`src/lkv_pkg.sv`:
```
// Shared types and constants for the LRU key-value cache.
// Used by lkv_ctrl, lkv_datapath and the lru_key_value_cache top level.
`default_nettype none

package lkv_pkg;

  // Capacity register width and its value after reset
  localparam int CAP_BITS = 5;
  localparam logic [CAP_BITS-1:0] CAP_RESET = 5'd16;

  // Controller sequence for one item
  typedef enum logic [1:0] {
    ST_IDLE,
    ST_MATCH,
    ST_APPLY,
    ST_EMIT
  } lkv_state_t;

  // Commands from controller to datapath
  typedef struct packed {
    logic load_item;
    logic do_match;
    logic do_apply;
    logic load_out;
  } lkv_cmd_t;

  // Status from datapath to controller
  typedef struct packed {
    logic out_free;
  } lkv_stat_t;

endpackage

`default_nettype wire

```
`src/lkv_ctrl.sv`:
```
// Controller state machine for the LRU key-value cache.
// Depends on lkv_pkg for the state enum and the command/status structs.
`default_nettype none

module lkv_ctrl
  import lkv_pkg::*;
(
  input  wire logic      clk,
  input  wire logic      rst_n,
  input  wire logic      in_valid,
  output logic           in_stall,
  input  wire lkv_stat_t stat,
  output lkv_cmd_t       cmd
);

  lkv_state_t state_r, state_nxt;

  // State register
  always_ff @(posedge clk) begin
    if (!rst_n) begin
      state_r <= ST_IDLE;
    end else begin
      state_r <= state_nxt;
    end
  end

  // Next state
  always_comb begin
    state_nxt = state_r;
    unique case (state_r)
      ST_IDLE:  if (in_valid) state_nxt = ST_MATCH;
      ST_MATCH: state_nxt = ST_APPLY;
      ST_APPLY: state_nxt = ST_EMIT;
      ST_EMIT:  if (stat.out_free) state_nxt = ST_IDLE;
      default:  state_nxt = ST_IDLE;
    endcase
  end

  // Outputs
  always_comb begin
    cmd      = '0;
    in_stall = 1'b1;
    unique case (state_r)
      ST_IDLE: begin
        in_stall      = 1'b0;
        cmd.load_item = in_valid;
      end
      ST_MATCH: cmd.do_match = 1'b1;
      ST_APPLY: cmd.do_apply = 1'b1;
      ST_EMIT:  cmd.load_out = stat.out_free;
      default: begin
        cmd = '0;
      end
    endcase
  end

endmodule

`default_nettype wire

```
`src/lkv_datapath.sv`:
```
// Datapath of the LRU key-value cache: key CAM, valid bits, recency ranks,
// value memory, capacity register and result register. Depends on lkv_pkg.
`default_nettype none

module lkv_datapath
  import lkv_pkg::*;
#(
  parameter int ENTRIES    = 16,
  parameter int KEY_BITS   = 16,
  parameter int VALUE_BITS = 32
) (
  input  wire logic                  clk,
  input  wire logic                  rst_n,
  input  wire lkv_cmd_t              cmd,
  output lkv_stat_t                  stat,
  input  wire logic                  cfg_we,
  input  wire logic [CAP_BITS-1:0]   cfg_wdata,
  input  wire logic                  in_action,
  input  wire logic [KEY_BITS-1:0]   in_key,
  input  wire logic [VALUE_BITS-1:0] in_value,
  output logic                       out_valid,
  input  wire logic                  out_stall,
  output logic                       out_hit,
  output logic [VALUE_BITS-1:0]      out_read_value,
  output logic                       out_evicted
);

  localparam int IDX_W  = (ENTRIES > 1) ? $clog2(ENTRIES) : 1;
  localparam int RANK_W = IDX_W;
  localparam int CNT_W  = $clog2(ENTRIES + 1);
  localparam int CMP_W  = (CNT_W > CAP_BITS) ? CNT_W : CAP_BITS;
  localparam logic [CNT_W-1:0] FULL_CNT = CNT_W'(ENTRIES);

  // Item latch
  logic                  act_r;
  logic [KEY_BITS-1:0]   key_r;
  logic [VALUE_BITS-1:0] val_r;

  // Entry state
  logic [KEY_BITS-1:0]   cam_key_r [ENTRIES];
  logic [ENTRIES-1:0]    valid_r;
  logic [RANK_W-1:0]     rank_r    [ENTRIES];
  logic [CNT_W-1:0]      used_r;
  logic [CAP_BITS-1:0]   cap_r;
  logic [VALUE_BITS-1:0] val_mem   [ENTRIES];
  logic [VALUE_BITS-1:0] rd_data_r;

  // Match results
  logic              hit_r;
  logic              evict_r;
  logic              fill_r;
  logic              age_all_r;
  logic [IDX_W-1:0]  slot_r;
  logic [RANK_W-1:0] lim_r;

  // Result register
  logic                  out_valid_r;
  logic                  out_hit_r;
  logic                  out_evicted_r;
  logic [VALUE_BITS-1:0] out_read_value_r;

  // Match stage combinational signals
  logic              hit_c;
  logic [IDX_W-1:0]  hit_idx_c;
  logic [IDX_W-1:0]  free_idx_c;
  logic [IDX_W-1:0]  lru_idx_c;
  logic [RANK_W-1:0] oldest_rank_c;
  logic              fill_ok_c;
  logic [CMP_W-1:0]  used_cmp_c;
  logic [CMP_W-1:0]  cap_cmp_c;

  // Item latch on accept
  always_ff @(posedge clk) begin
    if (cmd.load_item) begin
      act_r <= in_action;
      key_r <= in_key;
      val_r <= in_value;
    end
  end

  // Capacity register
  always_ff @(posedge clk) begin
    if (!rst_n) begin
      cap_r <= CAP_RESET;
    end else if (cfg_we) begin
      cap_r <= cfg_wdata;
    end
  end

  // Parallel key compare, free-slot and oldest-entry search (lowest index wins)
  always_comb begin
    hit_c      = 1'b0;
    hit_idx_c  = '0;
    free_idx_c = '0;
    lru_idx_c  = '0;
    oldest_rank_c = RANK_W'(used_r - CNT_W'(1));
    for (int i = ENTRIES - 1; i >= 0; i--) begin
      if (valid_r[i] && (cam_key_r[i] == key_r)) begin
        hit_c     = 1'b1;
        hit_idx_c = IDX_W'(i);
      end
      if (!valid_r[i]) begin
        free_idx_c = IDX_W'(i);
      end
      if (valid_r[i] && (rank_r[i] == oldest_rank_c)) begin
        lru_idx_c = IDX_W'(i);
      end
    end
  end

  // Room to fill: capacity zero counts as one, above ENTRIES as ENTRIES
  always_comb begin
    used_cmp_c = CMP_W'(used_r);
    cap_cmp_c  = CMP_W'(cap_r);
    fill_ok_c  = (used_r < FULL_CNT) &&
                 ((used_cmp_c < cap_cmp_c) || ((cap_r == '0) && (used_r == '0)));
  end

  // Match stage: choose the slot and how ranks age
  always_ff @(posedge clk) begin
    if (cmd.do_match) begin
      hit_r     <= hit_c;
      evict_r   <= 1'b0;
      fill_r    <= 1'b0;
      age_all_r <= 1'b0;
      lim_r     <= rank_r[hit_idx_c];
      slot_r    <= hit_idx_c;
      if (!hit_c && act_r) begin
        if (fill_ok_c) begin
          slot_r    <= free_idx_c;
          fill_r    <= 1'b1;
          age_all_r <= 1'b1;
        end else begin
          slot_r  <= lru_idx_c;
          lim_r   <= oldest_rank_c;
          evict_r <= 1'b1;
        end
      end
    end
  end

  // Apply stage: ranks, valid bits and fill count
  always_ff @(posedge clk) begin
    if (!rst_n) begin
      valid_r <= '0;
      used_r  <= '0;
      for (int i = 0; i < ENTRIES; i++) begin
        rank_r[i] <= '0;
      end
    end else if (cmd.do_apply && (hit_r || act_r)) begin
      for (int i = 0; i < ENTRIES; i++) begin
        if (IDX_W'(i) == slot_r) begin
          rank_r[i] <= '0;
        end else if (valid_r[i] && (age_all_r || (rank_r[i] < lim_r))) begin
          rank_r[i] <= rank_r[i] + RANK_W'(1);
        end
      end
      if (fill_r) begin
        valid_r[slot_r] <= 1'b1;
        used_r          <= used_r + CNT_W'(1);
      end
    end
  end

  // Apply stage: key store for a new key
  always_ff @(posedge clk) begin
    if (cmd.do_apply && act_r && !hit_r) begin
      cam_key_r[slot_r] <= key_r;
    end
  end

  // Value memory: one write, one registered read
  always_ff @(posedge clk) begin
    if (cmd.do_apply) begin
      rd_data_r <= val_mem[slot_r];
      if (act_r) begin
        val_mem[slot_r] <= val_r;
      end
    end
  end

  // Result register
  always_ff @(posedge clk) begin
    if (!rst_n) begin
      out_valid_r <= 1'b0;
    end else if (cmd.load_out) begin
      out_valid_r <= 1'b1;
    end else if (!out_stall) begin
      out_valid_r <= 1'b0;
    end
  end

  always_ff @(posedge clk) begin
    if (cmd.load_out) begin
      out_hit_r        <= hit_r;
      out_evicted_r    <= evict_r;
      out_read_value_r <= (hit_r && !act_r) ? rd_data_r : '0;
    end
  end

  assign stat.out_free  = !out_valid_r || !out_stall;
  assign out_valid      = out_valid_r;
  assign out_hit        = out_hit_r;
  assign out_evicted    = out_evicted_r;
  assign out_read_value = out_read_value_r;

endmodule

`default_nettype wire

```
`src/lru_key_value_cache.sv`:
```
// Top level of the LRU key-value cache: controller plus datapath.
// Depends on lkv_pkg, lkv_ctrl and lkv_datapath.
//
//   port group  direction  handshake            payload
//   in_         input      in_valid / in_stall   in_action, in_key, in_value
//   out_        output     out_valid / out_stall out_hit, out_read_value, out_evicted
//   cfg_        input      cfg_we                cfg_wdata (capacity)
//
// Each item runs accept, key match, entry update with value memory read
// and result load once the output is free. The single-port value memory
// is read after the slot is chosen. A new item is accepted while the
// previous result still sits in the output register. Reset is synchronous,
// active low; it clears valid bits, ranks, fill count and sets capacity 16.
`default_nettype none

module lru_key_value_cache
  import lkv_pkg::*;
#(
  parameter int ENTRIES    = 16,
  parameter int KEY_BITS   = 16,
  parameter int VALUE_BITS = 32
) (
  input  wire logic                  clk,
  input  wire logic                  rst_n,
  input  wire logic                  cfg_we,
  input  wire logic [CAP_BITS-1:0]   cfg_wdata,
  input  wire logic                  in_valid,
  output logic                       in_stall,
  input  wire logic                  in_action,
  input  wire logic [KEY_BITS-1:0]   in_key,
  input  wire logic [VALUE_BITS-1:0] in_value,
  output logic                       out_valid,
  input  wire logic                  out_stall,
  output logic                       out_hit,
  output logic [VALUE_BITS-1:0]      out_read_value,
  output logic                       out_evicted
);

  lkv_cmd_t  cmd;
  lkv_stat_t stat;

  // Sequencer
  lkv_ctrl u_ctrl (
    .clk      (clk),
    .rst_n    (rst_n),
    .in_valid (in_valid),
    .in_stall (in_stall),
    .stat     (stat),
    .cmd      (cmd)
  );

  // Entry storage and result register
  lkv_datapath #(
    .ENTRIES    (ENTRIES),
    .KEY_BITS   (KEY_BITS),
    .VALUE_BITS (VALUE_BITS)
  ) u_datapath (
    .clk            (clk),
    .rst_n          (rst_n),
    .cmd            (cmd),
    .stat           (stat),
    .cfg_we         (cfg_we),
    .cfg_wdata      (cfg_wdata),
    .in_action      (in_action),
    .in_key         (in_key),
    .in_value       (in_value),
    .out_valid      (out_valid),
    .out_stall      (out_stall),
    .out_hit        (out_hit),
    .out_read_value (out_read_value),
    .out_evicted    (out_evicted)
  );

endmodule

`default_nettype wire

```
`config.mk`:
```
export PLATFORM = sky130hd
export DESIGN_NAME = lru_key_value_cache
export DESIGN_NICKNAME = d
export VERILOG_FILES = /design/src/lkv_pkg.sv /design/src/lkv_ctrl.sv /design/src/lkv_datapath.sv /design/src/lru_key_value_cache.sv
export SDC_FILE = /design/constraint.sdc
export NUM_CORES = 1
export LEC_CHECK = 0
export ABC_AREA = 1
export BUFFER_PORTS_ARGS = -buffer_cell sky130_fd_sc_hd__buf_4
export CAP_MARGIN = 20
export CORE_ASPECT_RATIO = 1.5
export CORE_MARGIN = 3
export CORE_UTILIZATION = 40
export CTS_CLUSTER_DIAMETER = 40
export CTS_CLUSTER_SIZE = 25
export DETAILED_ROUTE_END_ITERATION = 12
export HOLD_SLACK_MARGIN = 0.08
export PLACE_DENSITY = 0.65
export SLEW_MARGIN = 10
export SYNTH_ARGS = -nofsm -noshare
export SYNTH_HDL_FRONTEND = slang
export SYNTH_SLANG_ARGS = --single-unit
```
`constraint.sdc`:
```
create_clock -name clk -period 5.1 [get_ports clk]
set_clock_uncertainty 0.15 [all_clocks]
set_input_delay 0 -clock clk [delete_from_list [all_inputs] [get_ports clk]]
set_output_delay 0 -clock clk [all_outputs]
set_load 0.01 [all_outputs]
```
==> results.md, run 1 <==
- Cell taking the most area after synthesis: edfxtp_1
- Top cells by count, synth: 958 x edfxtp_1, 463 x nand2_1, 365 x nor2_1
- Initial antenna violation count: 3
- Avg Vias per Cell: 5.59
- Cell Pwr Density: 421 nW/µm²
- Clock Path Buffers: 3
- Row cnt: 148
- Cells after Synth: 3668
- Finish-stage setup viols: 0
- Req. time, crit path: 5510 ps
- Crit start category: register
- Post-synth EDFFs: 958
- Port-buffer cells: 94
- TritonCTS clock tree: built
- Drt first pass iters: 7
- Area Overhead vs Synth: 16.1%
- Chip width: 277 µm
- Synth top area share: 65.3%
- Hold Buf Count CTS: 120
- Placer Congestion: 0.911
- DRC: 0
- Hold Path Class: input pin to register
- Count leader, synth: edfxtp_1
- Clock sink count: 987
- Clock transition at the registers of the reported paths: 60 ps
- Largest net degree at the start of global routing: 77
- Setup crit end kind: register
- Sequential area share after synthesis: 66.7%
- Sw Pwr: 0.00671 W
- Setup TNS: 0 ps
- Max_cap viols: 0
- Num CTS Buffers: 98
- H-tree levels: 3
- Max Slew Vio Count: 0
- Core Region: 109000 µm²
- Distinct cells, synth: 63
- First-pass GRT wire length: 189000 µm
- WL/cell: 23.7 µm
- Ys async rst share: 0%
- CTS root buf: clkbuf_16
- Reg area: 29300 µm²
- Starting Density: 40.4%
- R2R setup slack: 900 ps
- Clock Latency Late Sink: 710 ps
- Clock Power Share: 35.0%
- Critical Setup Path Class: register to register
- Final min period: 4200 ps
- GRT Overall Usage: 22.0%
- Peak Freq: 238 MHz
- Die H: 412 µm
- Reg power frac: 46.9%
- Final hold violation count: 0
- Sw Ratio: 31.2%
- Synthesized area: 44000 µm²
- Die footprint: 114000 µm²
- Starting DRT DRC Count: 2731
- Mean Syn Cell Area: 12.0 µm²
- Final hold slack: 231 ps
- Synth Flop Type: edfxtp_1
- DRT antenna net count: 0
- VDD IR max: 0.414 mV
- DP Wirelength: 77900 µm
- Internal cell power: 0.0148 W
- Multi-input gate area: 12700 µm²
- Worst-margin pin slew: 1170 ps
- Share of cells above drive strength 1: 11.8%
- Drt total wl: 129000 µm
- Layout Nets: 4050
- Fillers: 9772
- Vias in the first global route: 30300
- Max FO, Critical Path: 20
- Slew headroom: 22.0%
- Worst path arrival time: 4610 ps
- Synth area leaders: edfxtp_1 65%, a22oi_1 4.4%, nand2_1 3.9%
- Io pins: 95
- FF+latch count, synth: 987
- Comb pwr share: 18.1%
- Period utilization: 82.4%
- Mapped Nets: 3803
- Total grt overflow: 0
- Vias: 30300
- Post-cts resize count: 0
- RSZ-0062 raised after global routing: false
- Postcts setup bufs: 0
- Static Leak: 18.4 nW
- Status: completed
- YS warnings: 0
-- worst paths after layout --
check / start / to / cells after the start
hold / removal: rst_n / u_datapath.used_cmp_c[3] / 4
hold reg to reg: u_datapath.evict_r / u_datapath.out_evicted / 0
setup reg to reg: u_datapath.key_r[14] / u_datapath.lim_r[1] / 18
setup / recovery: u_datapath.key_r[14] / u_datapath.lim_r[1] / 18
-- power groups by stage --
stage / registers [W] / logic (W) / clock network, W
2_1_floorplan: 0.0101 / 0.00231 / 0
3_3_place_gp: 0.0102 / 0.00376 / 0
3_5_place_dp: 0.0103 / 0.00379 / 0
4_1_cts: 0.0101 / 0.00389 / 0.00764
5_1_grt: 0.0101 / 0.00422 / 0.00793
6_report: 0.0101 / 0.00390 / 0.00752
-- sequential cells by signal, indices dropped and copies added (netlist names), 2 cells and up --
signal                     cells
u_datapath.rd_data_r          32
u_datapath.rank_r             64
u_datapath.out_read_value     32
u_datapath.key_r              16
u_ctrl.state_r                 2
u_datapath.used_cmp_c          5
u_datapath.cam_key_r         256
u_datapath.slot_r              4
u_datapath.lim_r               4
u_datapath.cap_cmp_c           5
u_datapath.val_mem           512
u_datapath.val_r              32
u_datapath.valid_r            16
-- per-stage QoR --
stage	instance area, µm²	utilization (%)	worst slack (ps)	cells	power [W]
detailed placement	46500	42.7	946	5120	0.0140
CTS	51100	46.9	917	5424	0.0216
finish	51100	46.9	899	5425	0.0215
floorplan	44000	-	1230	3668	0.0125
global placement	46500	42.7	1020	5120	0.0140
global route	51100	46.9	672	5424	0.0223
-- cell families (layout without fill, tap and decap cells) --
| logic type | Yosys count | after routing | share of synthesized area (%) |
|---|---|---|---|
| AO/OA/AOI/OAI | 660 | 660 | 9.78 |
| XOR/XNOR | 138 | 138 | 2.78 |
| adder cells (fa/ha/maj) | 76 | 76 | 2.16 |
| buffers and inverters | 493 | 824 | 4.84 |
| flip-flops | 987 | 987 | 66.7 |
| other | 0 | 1 | 0 |
| AND/OR/NAND/NOR | 1314 | 1314 | 13.8 |
-- layout by cell type, fill, tap and decap left out, drive strengths merged, types with 2 or more instances in the layout --
cell	n
edfxtp	958
nand2	480
nor2	370
inv	370
a22oi	256
a21oi	196
buf	182
nand3	155
dlygate4sd3	120
clkbuf	106
xor2	99
ha	76
o21ai	72
nor3	68
nand4	67
or2	44
nor4	42
or4	39
xnor2	39
o211ai	36
clkinv	35
dfxtp	29
o22ai	27
nand3b	24
a2111oi	17
a21boi	16
nor3b	16
o2111ai	13
o31ai	7
clkinvlp	7
a31oi	6
nor4b	5
a211oi	4
bufinv	4
o21bai	3
and3	3
a211o	2
-- routing by layer --
| layer | routed length [µm] | share of wire (%) | vias to the layer above | track usage, % |
|---|---|---|---|---|
| li1 | - | - | 13900 | - |
| met2 | 65000 | 50 | 1176 | 39.2 |
| met5 | 33 | 0.026 | - | 0 |
| met1 | 48200 | 37 | 14900 | 25.5 |
| met4 | 7750 | 6.0 | 4 | 12.3 |
| met3 | 7720 | 6.0 | 354 | 3.09 |
-- critical path, cell delays in order, from the launching register on --
cell	delay (ps)
edfxtp_1	1060
nand2_1	110
nand2_1	180
nand3_1	110
nor2_1	110
nand2_1	80
o21ai_0	310
a31oi_1	130
nor2_1	210
nor2_1	110
o211ai_1	270
nand2_2	300
inv_2	340
nand3_1	130
nand3_1	90
nand3_1	130
nand3_1	140
nand2_1	60
inv_1	50
-- final cells by class --
cell class	instances	share of cell area [%]
repair buffers	302	5.02
flip-flops and latches	987	57.4
clock buffers	106	4.94
inverters	338	2.51
multi-input cells	2188	24.9
diodes	1	0.00490
well taps	1425	3.49
clock inverters	78	1.74
Note: power is estimated with default switching activity, not from simulation.
==> run 2: changes to the inputs <==
- PLACE_DENSITY: 0.65 -> 0.67
- clock period: 5.1 -> 3.4 ns (I/O delays scaled with it)
==> results.md, run 2 (synthesis gave the netlist of run 1 again) <==
- Max_cap viols: 0
- Layout Nets: 4309
- Worst-margin pin slew: 1010 ps
- Area Overhead vs Synth: 22.9%
- Final min period: 3580 ps
- Die H: 412 µm
- TritonCTS clock tree: built
- Starting DRT DRC Count: 2821
- Worst path arrival time: 3870 ps
- Drt first pass iters: 8
- Setup TNS: -610 ps
- Vias: 31700
- Max Slew Vio Count: 0
- Slew headroom: 32.5%
- Chip width: 277 µm
- Core Util, Final: 49.7%
- Core Region: 109000 µm²
- DRT antenna net count: 0
- Clock sink count: 987
- GRT Overall Usage: 23.2%
- First-pass GRT wire length: 199000 µm
- Largest net degree at the start of global routing: 129
- RSZ-0062 raised after global routing: true
- Clock Path Buffers: 3
- Io pins: 95
- Static Leak: 19.9 nW
- Avg Vias per Cell: 5.58
- Port-buffer cells: 94
- Cell Pwr Density: 610 nW/µm²
- Crit start category: register
- Placer Congestion: 0.986
- Fillers: 9421
- Final hold violation count: 0
- Drt total wl: 135000 µm
- Clock Latency Late Sink: 710 ps
- Final instance area: 54100 µm²
- WL/cell: 23.8 µm
- Starting Density: 40.4%
- Clock transition at the registers of the reported paths: 80 ps
- Critical Setup Path Class: register to register
- Top flop regs: u_datapath.val_mem x512, u_datapath.cam_key_r x256, u_datapath.rank_r x64
- Peak Freq: 280 MHz
- Failing checks: setup timing
- Placed instance area: 48600 µm²
- Most frequent cells in the layout: 958 x edfxtp_1, 435 x nand2_1, 395 x buf_4, 333 x nor2_1, 318 x inv_1
- Hold Path Class: input pin to register
- VDD IR max: 0.559 mV
- Final hold slack: 134 ps
- Finish-stage setup viols: 4
- Num CTS Buffers: 90
- DP Wirelength: 87500 µm
- DRC: 0
- Initial antenna violation count: 2
- Row cnt: 148
- Max FFs per register: 512
- Commonest non-fill, non-tap cell in the layout: edfxtp_1
- Setup slack after layout: -177 ps
- H-tree levels: 3
- Req. time, crit path: 3700 ps
- Setup crit end kind: register
- CTS root buf: clkbuf_16
- Total grt overflow: 0
- Status: complete, but fails checks
- Vias in the first global route: 32100
- Period utilization: 105%
- Share of cells above drive strength 1: 19.6%
- Largest Register: u_datapath.val_mem
- Max FO, Critical Path: 8
- Die footprint: 114000 µm²
[run 2: changes by cell type in the layout (fill, tap and decap cells not counted), moves of 14 or more]
cell and delta:
nand2_1 -25, nand3_1 -45, clkinv_8 +14, buf_4 +213, buf_12 +36, nand3_2 +43, nor2_1 -14, nand2_2 +21
[run 2: metal layers]
metal | track usage (%) | part of all wire (%) | vias up
li1 | - | - | 14400
met1 | 25.9 | 36 | 15500
met4 | 15.4 | 7.3 | 2
met3 | 2.97 | 5.7 | 425
met2 | 41.5 | 51 | 1356
met5 | 0 | 0.0089 | -
[run 2: power by group]
| part | leakage, nW | switching (W) | total [W] | internal, W |
|---|---|---|---|---|
| registers | 8.98 | 0.000591 | 0.0151 | 0.0145 |
| logic | 9.29 | 0.00444 | 0.00683 | 0.00239 |
| clock network | 1.60 | 0.00529 | 0.0111 | 0.00578 |
[run 2: final cells by class]
type | count | area, µm² | area share [%]
inverter | 338 | 1290 | 2.39
antenna | 1 | 2.50 | 0.00463
sequential | 987 | 29300 | 54.2
multi-input combinational | 2191 | 13300 | 24.5
tap | 1425 | 1780 | 3.30
timing repair buffer | 566 | 5070 | 9.37
clock inverter | 76 | 1020 | 1.88
clock buffer | 94 | 2310 | 4.27
[run 2: per-stage QoR]
stage,cells,power (W),worst slack [ps]
final,5678,0.0330,-177
after global routing,5677,0.0342,-306
after CTS,5655,0.0329,-116
after detailed placement,5347,0.0218,-456
after global placement,5347,0.0217,-510
after floorplan,3668,0.0187,-62.7
[run 2: final timing paths]
path / start / to / slack (ps) / cells past startpoint
hold / removal: rst_n / u_datapath.valid_r[6] / 130 / 4
hold reg to reg: u_datapath.evict_r / u_datapath.out_evicted / 280 / 0
setup reg to reg: u_datapath.key_r[1] / u_datapath.lim_r[3] / -180 / 25
setup / recovery: u_datapath.key_r[1] / u_datapath.lim_r[3] / -180 / 25
[run 2: critical path, stage by stage, from the launching register on]
cell      delay (ps)
edfxtp_1         440
buf_6            140
buf_12           100
nor2_1            70
nor3_2           270
nand4_1          190
nor3_2           250
nand3_2          200
nand2_1          110
nand2_1           60
nand2_1           70
nand2_1           60
nand2_2           70
nand2_1           50
nand2_1           50
nand2_1           60
nand2_2          110
nand2_8          160
nand2_8          160
nand2_1           70
nand3_1          100
nand3_2           90
nand3_2           80
nand3_2           70
nand2_2           80
inv_1             40
[run 2: timing repair]
item                                    in CTS  in global routing
pin swaps                                   21                 79
gates resized for setup                     26                117
buffers inserted                            15                 21
gates cloned                                 3                  3
endpoints found under the setup margin       7                  8
endpoints found under the hold margin      223                  0
hold buffers                               120                  0
